File: config.mk
export PLATFORM = sky130hd
export DESIGN_NAME = pir_motion_occupancy_detector_core
export DESIGN_NICKNAME = d
export VERILOG_FILES = /design/src/rtl/core/pirocc_pkg.sv /design/src/rtl/core/pir_motion_occupancy_detector_core.sv /design/src/rtl/core/pirocc_step.sv
export SDC_FILE = /design/constraint.sdc
export NUM_CORES = 1
export LEC_CHECK = 0
export ABC_AREA = 1
export BUFFER_PORTS_ARGS = -buffer_cell sky130_fd_sc_hd__clkbuf_2
export CORE_AREA = 5 5 104 106
export CTS_BUF_LIST = sky130_fd_sc_hd__clkbuf_4
export DETAILED_ROUTE_END_ITERATION = 7
export DIE_AREA = 0 0 109 111
export PLACE_DENSITY = 0.86
export SETUP_SLACK_MARGIN = 0.1
export SLEW_MARGIN = 40
export SYNTH_ARGS = -nofsm -noshare
export SYNTH_HDL_FRONTEND = slang
export SYNTH_HIERARCHICAL = 1
export SYNTH_SLANG_ARGS = --single-unit
File: constraint.sdc
create_clock -name clk -period 2.65 [get_ports clk]
set_input_delay 0.265 -clock clk [delete_from_list [all_inputs] [get_ports clk]]
set_output_delay 0.265 -clock clk [all_outputs]
set_load 0.02 [all_outputs]
File: src/rtl/core/pirocc_pkg.sv
package pirocc_pkg;

  localparam int unsigned CNT_W = 16;

  // phase after a tick
  typedef enum logic [1:0] {
    PH_ARMED    = 2'd0,
    PH_DEBOUNCE = 2'd1,
    PH_HOLD     = 2'd2,
    PH_WAIT     = 2'd3
  } phase_t;

  // event reported with a tick
  typedef enum logic [1:0] {
    EV_NONE     = 2'd0,
    EV_MOTION   = 2'd1,
    EV_UNMOTION = 2'd2
  } event_t;

  // register indexes, taken from paddr[3:2]
  localparam logic [1:0] REG_DEBOUNCE = 2'd0;
  localparam logic [1:0] REG_HOLD     = 2'd1;
  localparam logic [1:0] REG_WAIT     = 2'd2;

  localparam logic [CNT_W-1:0] DEBOUNCE_RST = 16'd200;
  localparam logic [CNT_W-1:0] HOLD_RST     = 16'd5000;
  localparam logic [CNT_W-1:0] WAIT_RST     = 16'd30000;

  typedef struct packed {
    phase_t           phase;
    logic [CNT_W-1:0] countdown;
    logic             running;
    logic             last_level;
  } det_state_t;

  // a duration of zero counts as one tick
  function automatic logic [CNT_W-1:0] load_value(input logic [CNT_W-1:0] ms);
    load_value = (ms == '0) ? CNT_W'(1) : ms;
  endfunction

endpackage

File: src/rtl/core/pir_motion_occupancy_detector_core.sv
// channel   direction  handshake              payload
// in_       request in in_valid / in_stall    in_pin_level
// out_      result out out_valid / out_stall  out_event_res, out_phase
// config    apb write  psel/penable/pwrite    paddr[3:0], pwdata[15:0]
//
// one tick accepted every clock unless in_stall; the result reaches out_ via the
// input register, then the detector step into the result register
// active-low sync reset clears phase, counter, edge history; sets timing defaults
// a stalled result holds in the output register while one more tick waits in
// the input register; in_stall rises only when both are full
module pir_motion_occupancy_detector_core (
  input  logic        clk,
  input  logic        rst_n,
  // tick requests
  input  logic        in_valid,
  output logic        in_stall,
  input  logic        in_pin_level,
  // results
  output logic        out_valid,
  input  logic        out_stall,
  output logic [1:0]  out_event_res,
  output logic [1:0]  out_phase,
  // configuration
  input  logic        psel,
  input  logic        penable,
  input  logic        pwrite,
  input  logic [3:0]  paddr,
  input  logic [31:0] pwdata,
  output logic [31:0] prdata,
  output logic        pready
);

  // timing registers
  logic [pirocc_pkg::CNT_W-1:0] debounce_ms_r;
  logic [pirocc_pkg::CNT_W-1:0] hold_ms_r;
  logic [pirocc_pkg::CNT_W-1:0] wait_ms_r;

  // input stage
  logic s1_valid_r;
  logic s1_level_r;

  // detector state, advanced once per tick as it moves into the result register
  pirocc_pkg::det_state_t state_r;
  pirocc_pkg::det_state_t state_nxt;
  pirocc_pkg::event_t     event_nxt;

  // result register
  logic              out_valid_r;
  logic [1:0]        out_event_res_r;
  logic [1:0]        out_phase_r;

  logic out_load;
  logic s1_take;
  logic cfg_wr;

  assign out_load = s1_valid_r && (!out_valid_r || !out_stall);
  assign s1_take  = !s1_valid_r || out_load;
  assign in_stall = !s1_take;

  assign out_valid     = out_valid_r;
  assign out_event_res = out_event_res_r;
  assign out_phase     = out_phase_r;

  pirocc_step u_step (
    .state       (state_r),
    .level       (s1_level_r),
    .debounce_ms (debounce_ms_r),
    .hold_ms     (hold_ms_r),
    .wait_ms     (wait_ms_r),
    .state_nxt   (state_nxt),
    .event_res   (event_nxt)
  );

  // control state and registers
  always_ff @(posedge clk) begin
    if (!rst_n) begin
      s1_valid_r           <= 1'b0;
      out_valid_r          <= 1'b0;
      state_r.phase        <= pirocc_pkg::PH_ARMED;
      state_r.countdown    <= '0;
      state_r.running      <= 1'b0;
      state_r.last_level   <= 1'b0;
      debounce_ms_r        <= pirocc_pkg::DEBOUNCE_RST;
      hold_ms_r            <= pirocc_pkg::HOLD_RST;
      wait_ms_r            <= pirocc_pkg::WAIT_RST;
    end else begin
      if (s1_take) begin
        s1_valid_r <= in_valid;
      end
      if (out_load) begin
        out_valid_r <= 1'b1;
        state_r     <= state_nxt;
      end else if (!out_stall) begin
        out_valid_r <= 1'b0;
      end
      if (cfg_wr) begin
        case (paddr[3:2])
          pirocc_pkg::REG_DEBOUNCE: debounce_ms_r <= pwdata[pirocc_pkg::CNT_W-1:0];
          pirocc_pkg::REG_HOLD:     hold_ms_r     <= pwdata[pirocc_pkg::CNT_W-1:0];
          pirocc_pkg::REG_WAIT:     wait_ms_r     <= pwdata[pirocc_pkg::CNT_W-1:0];
          default: begin
          end
        endcase
      end
    end
  end

  // payload, no reset needed
  always_ff @(posedge clk) begin
    if (s1_take) begin
      s1_level_r <= in_pin_level;
    end
    if (out_load) begin
      out_event_res_r <= event_nxt;
      out_phase_r     <= state_nxt.phase;
    end
  end

  // apb access, always ready
  assign pready = 1'b1;
  assign cfg_wr = psel && penable && pwrite;

  always_comb begin
    case (paddr[3:2])
      pirocc_pkg::REG_DEBOUNCE: prdata = {16'd0, debounce_ms_r};
      pirocc_pkg::REG_HOLD:     prdata = {16'd0, hold_ms_r};
      pirocc_pkg::REG_WAIT:     prdata = {16'd0, wait_ms_r};
      default:                  prdata = '0;
    endcase
  end

endmodule

File: src/rtl/core/pirocc_step.sv
module pirocc_step (
  input  pirocc_pkg::det_state_t          state,
  input  logic                            level,
  input  logic [pirocc_pkg::CNT_W-1:0]    debounce_ms,
  input  logic [pirocc_pkg::CNT_W-1:0]    hold_ms,
  input  logic [pirocc_pkg::CNT_W-1:0]    wait_ms,
  output pirocc_pkg::det_state_t          state_nxt,
  output pirocc_pkg::event_t              event_res
);

  logic [pirocc_pkg::CNT_W-1:0] cnt_dec;
  logic                         expire;

  assign cnt_dec = state.countdown - pirocc_pkg::CNT_W'(1);
  assign expire  = state.running && (cnt_dec == '0);

  always_comb begin
    state_nxt            = state;
    state_nxt.last_level = level;
    event_res            = pirocc_pkg::EV_NONE;

    // timer step first
    if (state.running) begin
      state_nxt.countdown = cnt_dec;
    end
    if (expire) begin
      state_nxt.running = 1'b0;
      case (state.phase)
        pirocc_pkg::PH_DEBOUNCE: begin
          if (level) begin
            event_res           = pirocc_pkg::EV_MOTION;
            state_nxt.phase     = pirocc_pkg::PH_HOLD;
            state_nxt.countdown = pirocc_pkg::load_value(hold_ms);
            state_nxt.running   = 1'b1;
          end else begin
            state_nxt.phase = pirocc_pkg::PH_ARMED;
          end
        end
        pirocc_pkg::PH_HOLD: begin
          state_nxt.phase     = pirocc_pkg::PH_WAIT;
          state_nxt.countdown = pirocc_pkg::load_value(wait_ms);
          state_nxt.running   = 1'b1;
        end
        pirocc_pkg::PH_WAIT: begin
          event_res = pirocc_pkg::EV_UNMOTION;
        end
        default: begin
        end
      endcase
    end

    // edge detection on the phase left by the timer step
    if ((state_nxt.phase == pirocc_pkg::PH_ARMED || state_nxt.phase == pirocc_pkg::PH_WAIT)
        && level && !state.last_level) begin
      state_nxt.phase     = pirocc_pkg::PH_DEBOUNCE;
      state_nxt.countdown = pirocc_pkg::load_value(debounce_ms);
      state_nxt.running   = 1'b1;
    end
  end

endmodule

After elaboration in Yosys (flattened, before gate mapping)

Cells that the tools add are included.

$add $sub $neg: 1
Equality and inequality tests: 7
Mux-type cells: 14
Reductions and logical operators: 25

Operators by type and width:

| operator                | number |
|---|---|
| $logic_not A16 Y1       | 4 |
| $mux W16                | 4 |
| $pmux W16 S3            | 1 |
| $mux W19                | 2 |
| $pmux W19 S2            | 1 |
| $mux W17                | 1 |
| $sub A16 B1 Y16 const B | 1 |
| $eq A2 B2 Y1 const B    | 4 |
| $reduce_and A2 Y1       | 4 |
| $logic_and A1 B1 Y1     | 6 |
| $logic_not A1 Y1        | 5 |
| $eq A2 B1 Y1 const B    | 2 |
| $logic_not A2 Y1        | 2 |
| $pmux W2 S2             | 1 |
| $logic_or A1 B1 Y1      | 3 |
| $mux W1                 | 3 |
| $mux W2                 | 1 |
| $ne A2 B1 Y1 const B    | 1 |
| $reduce_bool A2 Y1      | 1 |

Bits in registers: 75
Bits of input ports: 44
Output and inout port bits: 39
Word-level logic and storage cells: 59

Logic depth before layout (Yosys ltp)

Depth after elaboration: 11
Gate-level depth with buffers: 21
Depth with buffers taken out: 20

Cells and area by module

Netlist, hierarchy kept.

By module, submodules not included:

| module                             | times used | cells an instance | area each (µm²) | sequential area each (µm²) |
|---|---|---|---|---|
| pir_motion_occupancy_detector_core | 1          | 462               | 3300.7          | 1551.5 |
| pirocc_step                        | 1          | 358               | 1720.4          | 0.0 |

Least setup slack after synthesis

No wires, ideal clock.

Kind: register to register
Start: register state_r[2] in the netlist's numbering
End: register state_r[12] in the netlist's numbering
Arrival: 2387 ps
Data required time: 2534 ps
Setup slack: 148 ps
Stages on the path, launching flop included: 21
Cell sequence: dfxtp_1 > inv_1 > ha_1 > nand2_1 > nor2_1 > nand2_1 > nand2_1 > nand2_1 > nor2_1 > nand3_1 > nor2_2 > nand3_2 > nand2_2 > nand2_1 > nand2_4 > nand3_4 > buf_6 > nand2_1 > nand2_1 > o21ai_0 > nor2_1

RTL lines:

| element                | RTL line                                 | RTL |
|---|---|---|
| start, declared        | pir_motion_occupancy_detector_core.sv:43 | `pirocc_pkg::det_state_t state_r;` |
| start signal, assigned | pir_motion_occupancy_detector_core.sv:92 | `state_r <= state_nxt;` |

==> impl_metrics.yaml <==
status:
  run_status: "finished, violations left"
  failing_checks: "design-rule violations, negative setup slack"
power:
  leakagePower_nw: 2.76
  cellPowerDensity_nw_per_um2: 514
  worst_supply_voltage_drop_on_vdd_v: 0.000309
  fin_total_pwr_w: 0.00294
logic_synthesis:
  synth_cell_type_count: 35
  share_of_the_synthesized_area_in_compound_gates_ao_oa_aoi_oai: 0.0728
  synth_adder_area_share: 0.0125
  synthDominantCellAreaShare: 0.279
  synth_simple_gate_area_frac: 0.469
  xor_xnor_share_of_the_synthesized_area: 0.00349
  netlist_instances: 820
  post_synth.cell_area_avg_um2: 6.12
  synth.cell_area_um2: 5020
  yosys_warnings: 6
  synth-seq-area-share: 0.309
  synth.area.top_cells: "dfxtp_1 (28%), nand2_1 (19%), nor2_1 (11%)"
  synth_top_family_by_area: "simple AND/OR/NAND/NOR gates"
  postSynthRegisterBits: 75
  synthMuxAreaShare: 0
  netlist.top_cell.by_area: "dfxtp_1"
clocking:
  clock-sinks: 75
  clk_transition_reported_paths_ns: 0.12
  clock_latency_of_the_later_clocked_register_in_the_worst_skew_pair_ns: 0.44
  tritoncts: "built"
  clock-root-buffer: "clkbuf_4"
  cts_made_buffers: 9
  cts_max_path_buffers: 2
  cts.htree.levels: 3
final_layout:
  fillerInstances: 898
  final-seq-area_um2: 1560
  post-route-util: 0.590
  finalNetCount: 916
  final-instance-count-excl-fill: 1005
  antennaDiodeCount: 0
  drive_above_1_share: 0.172
  final_cell_mix: "nand2_1 (242), nor2_1 (130), nand3_1 (86), inv_1 (77), dfxtp_1 (64)"
  layout.cells.most_common: "nand2_1"
  multi_input_area_um2: 3030
  area_delta_synth_final_pct: 13.8
routing:
  highest-signal-layer: "met4"
  drt-wirelength-per-cell_um: 14.7
  final_antenna_net_count: 0
  detailroute.via_count: 5491
  via_per_inst: 5.46
  drt_drc_violations_left: 9
  met3WireLength_um: 1290
  detailedRoute.firstIterationViolations: 637
  drt-pass1-iter-count: 8
  route.layer.met1.wl_um: 5900
  route.final.wire_length_um: 14800
  detailroute.wirelength.met2_um: 7110
timing:
  finalSetupViolCount: 16
  totalNegativeSetupSlack_ns: -0.540
  post-route-worst-setup-slack_ns: -0.135
  timing.final.hold_violations: 0
  achievable-frequency_ghz: 0.359
  fraction_of_the_cycle_the_final_worst_path_needs: 1.05
  timing.max_slew.rel_slack: 0.427
  clock_skew_ns: 0.0102
  grt_setup_unrepaired: "yes"
  worstMarginPinSlew_ns: 0.859
  finalMaxSlewViolations: 0
  period_needed_ns: 2.78
floorplan:
  placementRows: 36
  fp.dieH_um: 111
  dieWidth_um: 109
  design.die.area_um2: 12100
  core_region_area_um2: 9680
  io_pins: 83
  floorplan.initialDensity: 0.518
critical_path:
  required_ns: 3.01
  worst-path-max-fanout: 5
  end_kind: "flop"
  critPathArrivalTime_ns: 3.15
  critPathKind: "flop to flop"
  worstSetupStartpointType: "flop"
  r2r_cells: 15
grt:
  vias_in_the_first_global_route: 4764
  grt_util_all_layers: 0.232
  grt_first_pass_wirelength_um: 22700
  number_of_antenna_violations_at_the_first_check_in_global_routing: 0
  global_route.overflow_total: 0
  largest_net_degree_at_the_start_of_global_routing: 71
place:
  pre_cts_slack_ns: 0.0205
  io_buffer_count: 47
  post-dp-hpwl_um: 9650
  instance_count_after_placement_with_tap_cells_included: 976
  routabilityCongestion: 0.932
worst_hold_path:
  hold_removal_path_class: "primary input to flop"
  worst_hold_path_cells: 2
run:
  max_cap_violations: 0
layer usage:
layer | vias up | track usage
li1 | 2676 | -
met3 | 52 | 0.0414
met1 | 2456 | 0.300
met5 | - | 0
met4 | 0 | 0.0850
met2 | 307 | 0.382
cell usage after synthesis (all sizes together):
cell      n
ha        5
a41oi     1
buf      40
dfxtp    70
nor2    155
o21a      1
nor4      9
nand4    22
a41o      1
nor3      1
o22ai     9
nand3    92
inv      83
o211ai   13
xnor2     1
a21boi    2
and2      1
clkbuf   15
edfxtp    5
nand2   258
xor2      1
conb      2
o21ai    32
a32o      1
stage by stage:
step	area (um^2)	hold WS, ns
2_1_floorplan	5080	0.364
3_3_place_gp	5250	0.442
3_5_place_dp	5250	0.446
4_1_cts	5490	0.0200
5_1_grt	5710	0.0222
6_report	5710	0.0346
cells by family (layout without fill, tap and decap cells):
kind of cell	after synthesis	count (layout)
buffers and inverters	138	172
adder cells (fa/ha/maj)	5	5
AO/OA/AOI/OAI	60	60
other	2	17
XOR/XNOR	2	2
AND/OR/NAND/NOR	538	541
flip-flops	75	75
sequential cells by signal, summed over array words and instances (netlist names), 2 cells and up:
register / count
debounce_ms_r: 16
hold_ms_r: 16
out_event_res: 2
out_phase: 2
state_r: 20
wait_ms_r: 16
worst paths after layout:
path | from | to | slack [ns]
worst max-delay path | state_r[3] | state_r[19] | -0.13
worst min-delay path | in_valid | s1_valid_r | 0.03
worst max register to register | state_r[3] | state_r[19] | -0.13
worst min register to register | wait_ms_r[8] | wait_ms_r[8] | 0.49
worst max-delay path, cell delays in order (launching register included):
cell      delay (ns)
dfxtp_2         0.35
buf_6           0.12
nor2_4          0.18
nand2_4         0.09
nor2_4          0.15
nand2_2         0.09
nand2_2         0.06
nand2_2         0.06
nor2_1          0.11
nand2_1         0.09
nor2_2          0.17
nand4_1         0.26
nand2_2         0.19
a21boi_0        0.42
o21ai_0         0.20
nor2_1          0.17
area by class of cell:
type                            count  share of cell area
Clock buffer                        9              0.0118
Clock inverter                      7              0.0204
Inverter                           83              0.0545
Multi-Input combinational cell    625               0.530
Sequential cell                    75               0.273
Tap cell                          133              0.0291
Timing Repair Buffer               73              0.0815
power by group:
part,internal [W],switching (W),total (W)
clock network,0.000476,0.000422,0.000898
registers,0.00119,0.0000538,0.00124
logic,0.000268,0.000533,0.000801
total,0.00193,0.00101,0.00294
what timing repair did:
| item | 4_1_cts | 5_1_grt |
|---|---|---|
| cloned | 1 | 3 |
| resized for setup | 7 | 53 |
| hold endpoints to repair | 1 | 0 |
| buffers inserted | 0 | 8 |
| hold buffers | 1 | 0 |
| pin swaps | 0 | 42 |
| setup endpoints to repair | 19 | 21 |
Note: power is estimated with default switching activity, not from simulation.
